### config.mk
export PLATFORM = sky130hd
export DESIGN_NAME = rrte_ram
export DESIGN_NICKNAME = d
export VERILOG_FILES = /design/src/rtl/rrte_ram.sv
export SDC_FILE = /design/constraint.sdc
export NUM_CORES = 1
export LEC_CHECK = 0
export BUFFER_PORTS_ARGS = -buffer_cell sky130_fd_sc_hd__clkbuf_2
export CAP_MARGIN = 30
export CORE_MARGIN = 1
export CORE_UTILIZATION = 56
export DETAILED_ROUTE_END_ITERATION = 8
export GPL_TIMING_DRIVEN = 0
export HOLD_SLACK_MARGIN = 0.02
export PLACE_DENSITY_LB_ADDON = 0.12
export SLEW_MARGIN = 40
export SYNTH_ARGS = -nofsm -noshare
export SYNTH_HDL_FRONTEND = slang
export SYNTH_SLANG_ARGS = --single-unit
export TNS_END_PERCENT = 1
### constraint.sdc
create_clock -name clk -period 2.4 [get_ports clk]
set_input_delay 0.36 -clock clk [delete_from_list [all_inputs] [get_ports clk]]
set_output_delay 0.36 -clock clk [all_outputs]
set_load 0.05 [all_outputs]
### src/rtl/rrte_ram.sv
// ----------------------------------------------------------------------------
// rrte_ram
// single port ram with registered read
// ----------------------------------------------------------------------------
module rrte_ram #(
    parameter int WIDTH = 8,
    parameter int DEPTH = 64
) (
    input  logic                     clk,
    input  logic                     we,
    input  logic [$clog2(DEPTH)-1:0] addr,
    input  logic [WIDTH-1:0]         wdata,
    output logic [WIDTH-1:0]         rdata
);

    logic [WIDTH-1:0] mem [DEPTH];

    always_ff @(posedge clk)
    begin
        if (we)
        begin
            mem[addr] <= wdata;
        end
        rdata <= mem[addr];
    end

endmodule

* Word-level counts from Yosys, hierarchy flattened *
Memory sizes are Yosys's and may differ from the RTL's. A register that Yosys moved wholly into a read port is not among the register bits.
Cells that the tools add are included.

storage, ports and cells
  register bits after elaboration = 0
  bits in writable memories = 512
  output and inout port bits = 8
  memories = 1

cells by class
  multiplexer cells = 2

memory list
  name  words  bits a word  read ports  clocked after Yosys merged registers in  write ports  line  RTL
  mem   64     8            1           1                                        1            16    logic [WIDTH-1:0] mem [DEPTH];

operator list
  kind              count
  2-to-1 mux 1 bit  2

* Logic depth before layout (Yosys ltp) *
Gate-level depths: netlist of the first run.

  depth in word-level cells = 2
  mapped depth = 10

* Worst setup path before layout of the first run *
No wires, ideal clock.

  path kind = input -> register
  start = input addr[1]
  end = memory mem[13][0], enable pin
  library setup time = 0.370 ns
  arrival = 2.088 ns
  path slack = -0.059 ns
  cell stages on the path = 7
  buffers on the path = 4
  cell sequence = buf_6 buf_6 nor2b_1 clkbuf_1 clkbuf_1 nand3_1 nor2_1

RTL lines
  element      line  RTL
  from (decl)  11    input logic [$clog2(DEPTH)-1:0] addr,
  to (decl)    16

Straight into the memory's write port.

==> run_results.csv, run 1 <==
group,metric,value,unit
run_status,status,"finished, violations left",
run_status,violations,"setup timing",
clocking,htree_num_levels,2,
placed_design,dp.cells,1654,
final_layout,multi_input_area,5160,µm²
sta,hold_viol_final,0,
placed_design,io_buffers,22,
grt,grt_pass1_vias,11700,
floorplan,fp.dieW,193,µm
floorplan,start_util,57.2,%
grt,antenna_found_initial,1,
critical_path,crit_top_cell,"buf_4",
clocking,clk_latency,0.59,ns
critical_path,cp_cell_sequence,"clkbuf_2 -> buf_4 -> buf_4 -> buf_4 -> mux2i_1 -> o22ai_1 -> o31ai_1 -> o221ai_1 -> or4_1",
sta,fmax,395,MHz
sta,finalSetupViolations,129,
logic_synthesis,synth_enable_flop_cells,512,
logic_synthesis,ys_async_sr_fraction,0,%
logic_synthesis,syn_inst,1171,
grt,grt_max_degree,65,
logic_synthesis,synthFlopType,"edfxtp_1",
final_layout,layout.cells.non_filler,1770,
final_layout,fin_area,23800,µm²
critical_path,critical_path_depth,9,
final_layout,layout_common_cells,"512 x edfxtp_1, 64 x nor2_4, 62 x mux2i_1",
critical_path,max_stage_delay,0.52,ns
critical_path,end_kind,"flop",
critical_path,crit_type,"in2reg",
final_layout,seqCellArea,15500,µm²
logic_synthesis,netlist-cell-type-count,56,
grt,grt_usage,32.5,%
sta,timing.final.crit_share,105,%
critical_path,crit_buf_inv,4,
sta,slew_headroom,38.3,%
critical_path,r2r_cells,5,
final_layout,fin_util,66.6,%
clocking,cts.sinks,520,
logic_synthesis,synth.avg_cell_area,17.5,µm²
detailed_routing,drt_wl_total,58700,µm
critical_path,critPathSlowestCell,"or4_1",
sta,drv_slew,0,
detailed_routing,routed_via_density,6.85,
logic_synthesis,netlist_area,20400,µm²
floorplan,die-area,37300,µm²
sta,min_period,2.53,ns
critical_path,start_kind,"input port",
clocking,cts_tree,"done",
clocking,root_buffer,"clkbuf_16",
sta,setup_slack,-0.130,ns
critical_path,critPathTopFamily,"buffers and inverters",
critical_path,worst-path-max-fanout,10,
logic_synthesis,ys_ff_latch,520,
job,cap_viol_max_count,0,
logic_synthesis,seq_area_frac_synth,76.0,%
grt,grt_pass1_wl,82900,µm
pwr,power.density,823,nW/µm²
placed_design,globalplace.congestion,0.976,
floorplan,ios,24,
sta,fin_tns_setup,-2.46,ns
min_path,holdPathStages,1,
placed_design,place_area,21200,µm²
final_layout,fillers,2440,
detailed_routing,via_count,12100,
sta,finalClockSkew,0.0204,ns
final_layout,final_common_cell,"edfxtp_1",
clocking,cts.path.max_buffers,3,
final_layout,drive_gt1_share,24.6,%
final_layout,synthToLayoutAreaGrowth,16.5,%
sta,rsz0062_at_grt,"yes",
detailed_routing,first_pass_iters,6,
pwr,peakVddDrop,0.707,mV
floorplan,die_h,193,µm
placed_design,dp_hpwl,36700,µm
detailed_routing,post_drt_wl_per_cell,33.2,µm
logic_synthesis,mappedNetlistNets,1187,
logic_synthesis,synth-warning-count,0,
critical_path,critPathArrivalTime,2.97,ns
clocking,cts_inserted_buffers,53,
pwr,p_leak,7.64,nW
grt,overflow,0,
detailed_routing,drt_iter0_drc,1632,
min_path,hold_class,"in2reg",
critical_path,worst-endpoint-required,2.84,ns
detailed_routing,drc,0,
clocking,clkTransAtPathRegs,0.06,ns
final_layout,nets,1280,
pwr,power,19.6,mW
floorplan,core,35700,µm²
detailed_routing,ant_nets,0,
sta,worst_pin_slew,0.926,ns
floorplan,num_rows,69,
path summary, 6_finish.rpt:
path / slack, ns / startpoint / endpoint
max: -0.13 / addr[2] / rdata[6]
min: 0.52 / wdata[6] / mem[59][6]
max reg2reg: 0.05 / mem[47][5] / rdata[5]
min reg2reg: 0.65 / mem[3][2] / rdata[2]
worst register-to-register path, cell delays in order, from the launching register on:
cell,delay [ns]
edfxtp_1,0.40
mux4_2,0.48
mux2i_1,0.26
o22a_1,0.33
o21ai_1,0.10
or4b_1,0.61
cell usage after synthesis (7+ instances only):
cell type  count  area [µm²]
a21oi_1       28         140
a221o_1       11         110
a221oi_1      21         184
a22o_1        10        87.6
a22oi_1       40         300
a31oi_1       15        93.8
a32oi_1        7        61.3
and2_1         9        56.3
and3_1         9        56.3
buf_2         30         150
clkbuf_1      36         135
dfxtp_1        8         160
edfxtp_1     512       15400
mux2_1         7        78.8
mux2i_1       63         631
mux4_2        41         923
nand2_1       45         169
nand2b_1      24         150
nand3_1        8        40.0
nand3b_1      12        90.1
nor2_1        82         308
nor2b_1        8        50.1
o21ai_0        9        45.0
o221ai_1       9        78.8
o22a_1        11        96.3
o22ai_1       22         138
o2bb2ai_1      7        61.3
repair_timing:
| action | in CTS | in global routing |
|---|---|---|
| endpoints found under the setup margin | 520 | 283 |
| cloned | 0 | 0 |
| hold buffers | 0 | 0 |
| buffers inserted | 17 | 0 |
| pin swaps | 11 | 0 |
| resized for setup | 163 | 21 |
power by group:
group,switching (mW),internal (mW)
clock network,3.45,4.77
logic,0.935,0.359
registers,0.0195,10.1
total,4.41,15.2
cell type report:
class	count	share of cell area (%)
Timing Repair Buffer	39	1.34
Inverter	3	0.0473
Clock inverter	27	0.956
Antenna cell	1	0.0105
Buffer	80	1.95
Tap cell	461	2.42
Sequential cell	520	65.2
Clock buffer	72	6.39
Multi-Input combinational cell	567	21.7
kinds of logic (layout without fill, tap and decap cells):
| family | after synthesis | in the layout | synth area share [%] |
|---|---|---|---|
| AOI/OAI and AO/OA | 222 | 222 | 8.08 |
| DFF | 520 | 520 | 76.0 |
| buffers and inverters | 84 | 221 | 1.98 |
| and+or+nand+nor | 229 | 229 | 5.71 |
| muxes | 116 | 116 | 8.26 |
| other | 0 | 1 | 0 |
metal layers:
metal  wire length (µm)  GRT usage, %  share of wire [%]
met1              22300          45.0                 38
met2              26400          47.8                 45
met3               6810          8.65                 12
met4               3210          16.8                5.5
met5                  0             0                  0
sequential cells by signal (all words and copies together), names as in the netlist:
signal	cells
mem	512
rdata	8
per-stage QoR:
| step | setup slack, ns | hold slack [ns] |
|---|---|---|
| floorplan | -0.0588 | 0.459 |
| global placement | -1.94 | 0.615 |
| detailed placement | -1.95 | 0.611 |
| CTS | -0.0185 | 0.484 |
| global route | -0.0591 | 0.526 |
| finish | -0.130 | 0.515 |
Note: power is estimated with default switching activity, not from simulation.
==> inputs of run 2 (changes only) <==
- CORE_UTILIZATION: 56 -> 45
==> run 2 against run 1 <==
The run still ends with setup timing left. Maximum frequency rose by 2.0%. Worst setup slack better by 0.050 ns. Wire length is 5.8% higher. Clock power about the same. Critical path depth decreased by 1. Total power up 0.16%. Highest routed layer is now met5. First-iteration DRC count fell by 17%. Sequential share of layout area is 0.90 points lower. Final cell count increased by 7.9%. Sequential cell count is the same.
==> run_results.csv, run 2 (synthesized netlist as in run 1, its figures left out) <==
group,metric,value,unit
pwr,p_int,15.2,mW
sta,setup_slack,-0.0796,ns
sta,min_period,2.48,ns
grt,grt_pass1_wl,87600,µm
clocking,htree_num_levels,2,
final_layout,synthToLayoutAreaGrowth,18.1,%
grt,grt_max_degree,65,
floorplan,fp.dieW,215,µm
final_layout,layout_common_cells,"512 x edfxtp_1, 64 x nor2_4, 59 x mux2i_1",
critical_path,critPathArrivalTime,2.93,ns
detailed_routing,via_count,12000,
detailed_routing,first_pass_iters,5,
clocking,cts_tree,"done",
placed_design,dp.cells,1787,
sta,rsz0062_at_grt,"yes",
job,cap_viol_max_count,0,
grt,grt_usage,27.1,%
pwr,power.density,812,nW/µm²
detailed_routing,drt_iter0_drc,1361,
sta,worst_pin_slew,0.902,ns
pwr,seqPwrFrac,51.3,%
clocking,cts.path.max_buffers,3,
sta,hold_viol_final,0,
detailed_routing,post_drt_wl_per_cell,32.5,µm
detailed_routing,drt_wl_total,62100,µm
final_layout,drive_gt1_share,25.3,%
clocking,cts.sinks,520,
final_layout,largest-register,"mem",
final_layout,layout.cells.non_filler,1909,
sta,fmax,403,MHz
floorplan,die-area,46300,µm²
pwr,power,19.6,mW
pwr,power.share.switching,22.7,%
detailed_routing,routed_via_density,6.27,
final_layout,final_common_cell,"edfxtp_1",
grt,antenna_found_initial,1,
sta,finalClockSkew,0.0192,ns
sta,fin_tns_setup,-0.0797,ns
pwr,power_frac_comb,6.9,%
run_status,violations,"setup timing",
clocking,clkTransAtPathRegs,0.06,ns
critical_path,worst-path-max-fanout,10,
floorplan,ios,24,
run_status,status,"finished, violations left",
final_layout,largest_reg_flops,512,
placed_design,io_buffers,22,
final_layout,top_regs,"mem (512), rdata (8)",
sta,slew_headroom,39.1,%
clocking,root_buffer,"clkbuf_16",
critical_path,end_kind,"flop",
final_layout,nets,1289,
sta,finalSetupViolations,2,
detailed_routing,ant_nets,0,
clocking,clk_latency,0.61,ns
floorplan,start_util,45.9,%
critical_path,start_kind,"input port",
final_layout,antenna_cells,0,
detailed_routing,drc,0,
pwr,clkPwrFrac,41.8,%
clocking,cts_inserted_buffers,54,
sta,timing.hold.ws,0.245,ns
pwr,p_leak,7.71,nW
pwr,peakVddDrop,0.610,mV
pwr,p_sw,4.45,mW
grt,grt_pass1_vias,11900,
critical_path,crit_type,"in2reg",
floorplan,num_rows,77,
placed_design,dp_hpwl,39600,µm
floorplan,die_h,215,µm
critical_path,worst-endpoint-required,2.85,ns
sta,timing.final.crit_share,103,%
sta,drv_slew,0,
grt,overflow,0,
min_path,hold_class,"in2reg",
floorplan,core,44500,µm²
placed_design,globalplace.congestion,0.914,
[run 2: per-stage QoR]
step	utilization [%]	area, µm²	setup slack, ns
2_1_floorplan	-	20400	-0.0588
3_3_place_gp	47.9	21300	-2.13
3_5_place_dp	48.1	21400	-2.12
4_1_cts	54.1	24100	-0.0804
5_1_grt	54.3	24200	-0.0191
6_report	54.3	24200	-0.0796
[run 2: timing repair]
action | 4_1_cts | 5_1_grt
endpoints found under the setup margin | 520 | 98
gates cloned | 0 | 0
pin swaps | 14 | 0
resized for setup | 176 | 20
hold buffers | 0 | 0
setup buffers | 22 | 0
[run 2: path summary, 6_finish.rpt]
path,startpoint,endpoint,slack (ns),depth (start not counted)
max reg2reg,mem[2][7],rdata[7],0,5
min,wdata[0],mem[16][0],0.24,1
max,addr[2],rdata[7],-0.08,8
min reg2reg,mem[3][0],rdata[0],0.64,3
[run 2: final cells by class]
type / instances / area [µm²]
fillers: 3531 / 20400
flip-flops and latches: 520 / 15500
multi-input cells: 567 / 5200
clock buffers: 78 / 1540
well taps: 592 / 741
plain buffers: 80 / 499
repair buffers: 47 / 458
clock inverters: 22 / 173
inverters: 3 / 11.3
[run 2: critical path, stage by stage]
cell and delay [ns]:
clkbuf_4 0.25, buf_4 0.31, nor2_1 0.17, clkbuf_2 0.32
o2bb2ai_1 0.22, a22oi_1 0.33, o2111ai_1 0.28, or4b_1 0.68
[run 2: per-layer routing]
layer / vias up / share of wire, % / GRT usage [%]
li1: 4979 / - / -
met1: 6194 / 41 / 36.9
met2: 642 / 46 / 41.8
met3: 147 / 9.2 / 6.75
met4: 2 / 4.2 / 11.3
met5: - / 0.021 / 0
[run 2: power groups by stage]
stage	registers, mW	logic [mW]	clock network (mW)
after global routing	10.1	1.39	8.57
after floorplan	10.3	0.546	0
final	10.1	1.35	8.20
after CTS	10.1	1.31	8.26
after global placement	10.3	1.19	0
after detailed placement	10.3	1.22	0
==> inputs of run 3 (changes only) <==
- REMOVE_ABC_BUFFERS: default -> 1
- SETUP_SLACK_MARGIN: default -> 0.15
==> run 3 against run 2 <==
The flow still finishes with violations (setup timing). Global-route usage shrank 4.2 points. Critical path depth down 2. Hold slack improved by 0.060 ns. Clock skew decreased by 0.0031 ns. Sequential share of layout area rose by 1.6 points. Clock power decreased by 3.8%. Sequential power is essentially flat.
==> run_results.csv, run 3 (synthesized netlist as in run 1, its figures left out) <==
group,metric,value,unit
critical_path,critPathArrivalTime,2.68,ns
final_layout,final_common_cell,"edfxtp_1",
floorplan,fp.dieW,215,µm
critical_path,r2r_end,"rdata[7]",
clocking,cts_inserted_buffers,54,
sta,fin_tns_setup,-0.712,ns
run_status,status,"finished, violations left",
detailed_routing,ant_nets,0,
final_layout,fillers,3642,
final_layout,top_regs,"mem (512), rdata (8)",
critical_path,critPathSlowestCell,"nor2_2",
floorplan,num_rows,77,
critical_path,crit_top_cell,"buf_16",
placed_design,place_area,21400,µm²
min_path,hold_end,"rdata[2]",
pwr,peakVddDrop,0.621,mV
grt,globalRoute.busiestLayer,"met2",
clocking,cts_tree,"done",
grt,use_met3,4.39,%
placed_design,dp_hpwl,31000,µm
grt,grt_usage,22.9,%
pwr,p_leak,7.33,nW
critical_path,worst-path-max-fanout,62,
final_layout,fin_area,23600,µm²
floorplan,core,44500,µm²
clocking,clkTransAtPathRegs,0.06,ns
floorplan,start_util,45.9,%
grt,antenna_found_initial,0,
grt,grt_pass1_wl,75600,µm
sta,drv_slew,0,
sta,min_period,2.44,ns
critical_path,rrSetupSlack,-0.01,ns
final_layout,synthToLayoutAreaGrowth,15.2,%
grt,grt_max_degree,65,
final_layout,largest-register,"mem",
sta,setup_slack,-0.0396,ns
min_path,hold_path_startpoint,"addr[0]",
sta,slew_headroom,44.0,%
critical_path,start_kind,"input port",
pwr,power.density,814,nW/µm²
detailed_routing,drc,0,
critical_path,max_stage_delay,0.62,ns
job,cap_viol_max_count,0,
grt,grt_pass1_vias,10700,
sta,finalClockSkew,0.0161,ns
critical_path,worst-endpoint-required,2.64,ns
clocking,htree_num_levels,2,
placed_design,io_buffers,23,
floorplan,ios,24,
clocking,cts.sinks,520,
min_path,holdPathStages,4,
sta,finalSetupViolations,33,
clocking,cts.path.max_buffers,3,
critical_path,r2r-start,"mem[2][7]",
critical_path,end_kind,"flop",
sta,timing.hold.ws,0.304,ns
final_layout,drive_gt1_share,21.8,%
grt,grtUsageMet1,32.5,%
clocking,clk_latency,0.60,ns
detailed_routing,routed_via_density,6.09,
floorplan,die_h,215,µm
sta,timing.final.crit_share,102,%
sta,fmax,410,MHz
final_layout,largest_reg_flops,512,
critical_path,r2r_cells,5,
detailed_routing,first_pass_iters,5,
floorplan,die-area,46300,µm²
sta,worst_pin_slew,0.840,ns
grt,overflow,0,
detailed_routing,post_drt_wl_per_cell,29.1,µm
placed_design,globalplace.congestion,0.802,
pwr,power,19.2,mW
detailed_routing,drt_wl_total,52900,µm
min_path,hold_class,"in2reg",
final_layout,antenna_cells,0,
grt,use_met2,34.9,%
clocking,root_buffer,"clkbuf_16",
sta,hold_viol_final,0,
critical_path,cp_cell_sequence,"buf_8 -> buf_16 -> nor2b_4 -> buf_16 -> nand3_2 -> nor2_2",
sta,rsz0062_at_grt,"yes",
detailed_routing,via_count,11100,
final_layout,nets,1200,
final_layout,layout_common_cells,"512 x edfxtp_1, 61 x mux2i_1, 57 x clkbuf_16",
critical_path,crit_type,"in2reg",
run_status,violations,"setup timing",
clocking,hold_buffers,0,
detailed_routing,drt_iter0_drc,989,
==> run 3: cell count changes in the layout (fill, tap and decap cells not counted), moves of 6 or more <==
cell | previous run | this run
buf_2 | 16 | 0
nor2_4 | 64 | 49
clkbuf_1 | 31 | 8
buf_16 | 0 | 9
clkbuf_4 | 16 | 7
buf_6 | 9 | 3
buf_12 | 11 | 3
buf_4 | 26 | 1
clkbuf_2 | 33 | 12
nor2_2 | 1 | 18
==> run 3: how the worst max path moves through the flow <==
stage,cells after the start,endpoint,from
6_report,6,mem[54][1],addr[1]
3_5_place_dp,5,mem[63][7],addr[0]
2_1_floorplan,3,mem[44][0],addr[0]
3_3_place_gp,4,mem[36][5],addr[1]
4_1_cts,5,mem[23][6],addr[0]
5_1_grt,8,rdata[7],addr[2]
==> run 3: final cells by class <==
class | instances | area (µm²) | share of cell area, %
clock buffer | 64 | 1420 | 6.03
multi-input combinational | 567 | 5100 | 21.6
inverter | 3 | 18.8 | 0.0797
clock inverter | 31 | 220 | 0.935
sequential | 520 | 15500 | 65.9
tap | 592 | 741 | 3.14
timing repair buffer | 38 | 527 | 2.24
==> run 3: repair_timing <==
item / 4_1_cts / 5_1_grt
endpoints found under the setup margin: 520 / 438
setup buffers: 0 / 0
cloned: 0 / 1
resized for setup: 80 / 32
pin swaps: 1 / 3
==> run 3: worst max-delay path, delay by kind of cell <==
kind / cells / cell delay, ns
buf+inv: 3 / 0.71
simple gates: 3 / 1.49
==> run 3: through the flow <==
| step | setup WS (ns) | utilization, % | std cells |
|---|---|---|---|
| 3_3_place_gp | -5.38 | 47.0 | 1705 |
| 6_report | -0.0396 | 52.9 | 1815 |
| 2_1_floorplan | -0.126 | - | 1090 |
| 5_1_grt | -0.116 | 52.9 | 1815 |
| 3_5_place_dp | -1.39 | 48.0 | 1716 |
| 4_1_cts | -0.0947 | 52.4 | 1811 |
==> run 3: where the power goes <==
part | switching [mW] | total (mW) | internal [mW] | leakage, nW
Combinational | 0.841 | 1.21 | 0.372 | 1.84
Sequential | 0.0177 | 10.1 | 10.1 | 4.67
Clock | 3.39 | 7.89 | 4.50 | 0.814
Total | 4.25 | 19.2 | 14.9 | 7.33
==> run 3: metal layers <==
layer | part of all wire, % | wire length [µm]
met2 | 46 | 24300
met4 | 3.4 | 1770
met3 | 6.9 | 3650
met1 | 44 | 23100
met5 | 0 | 0
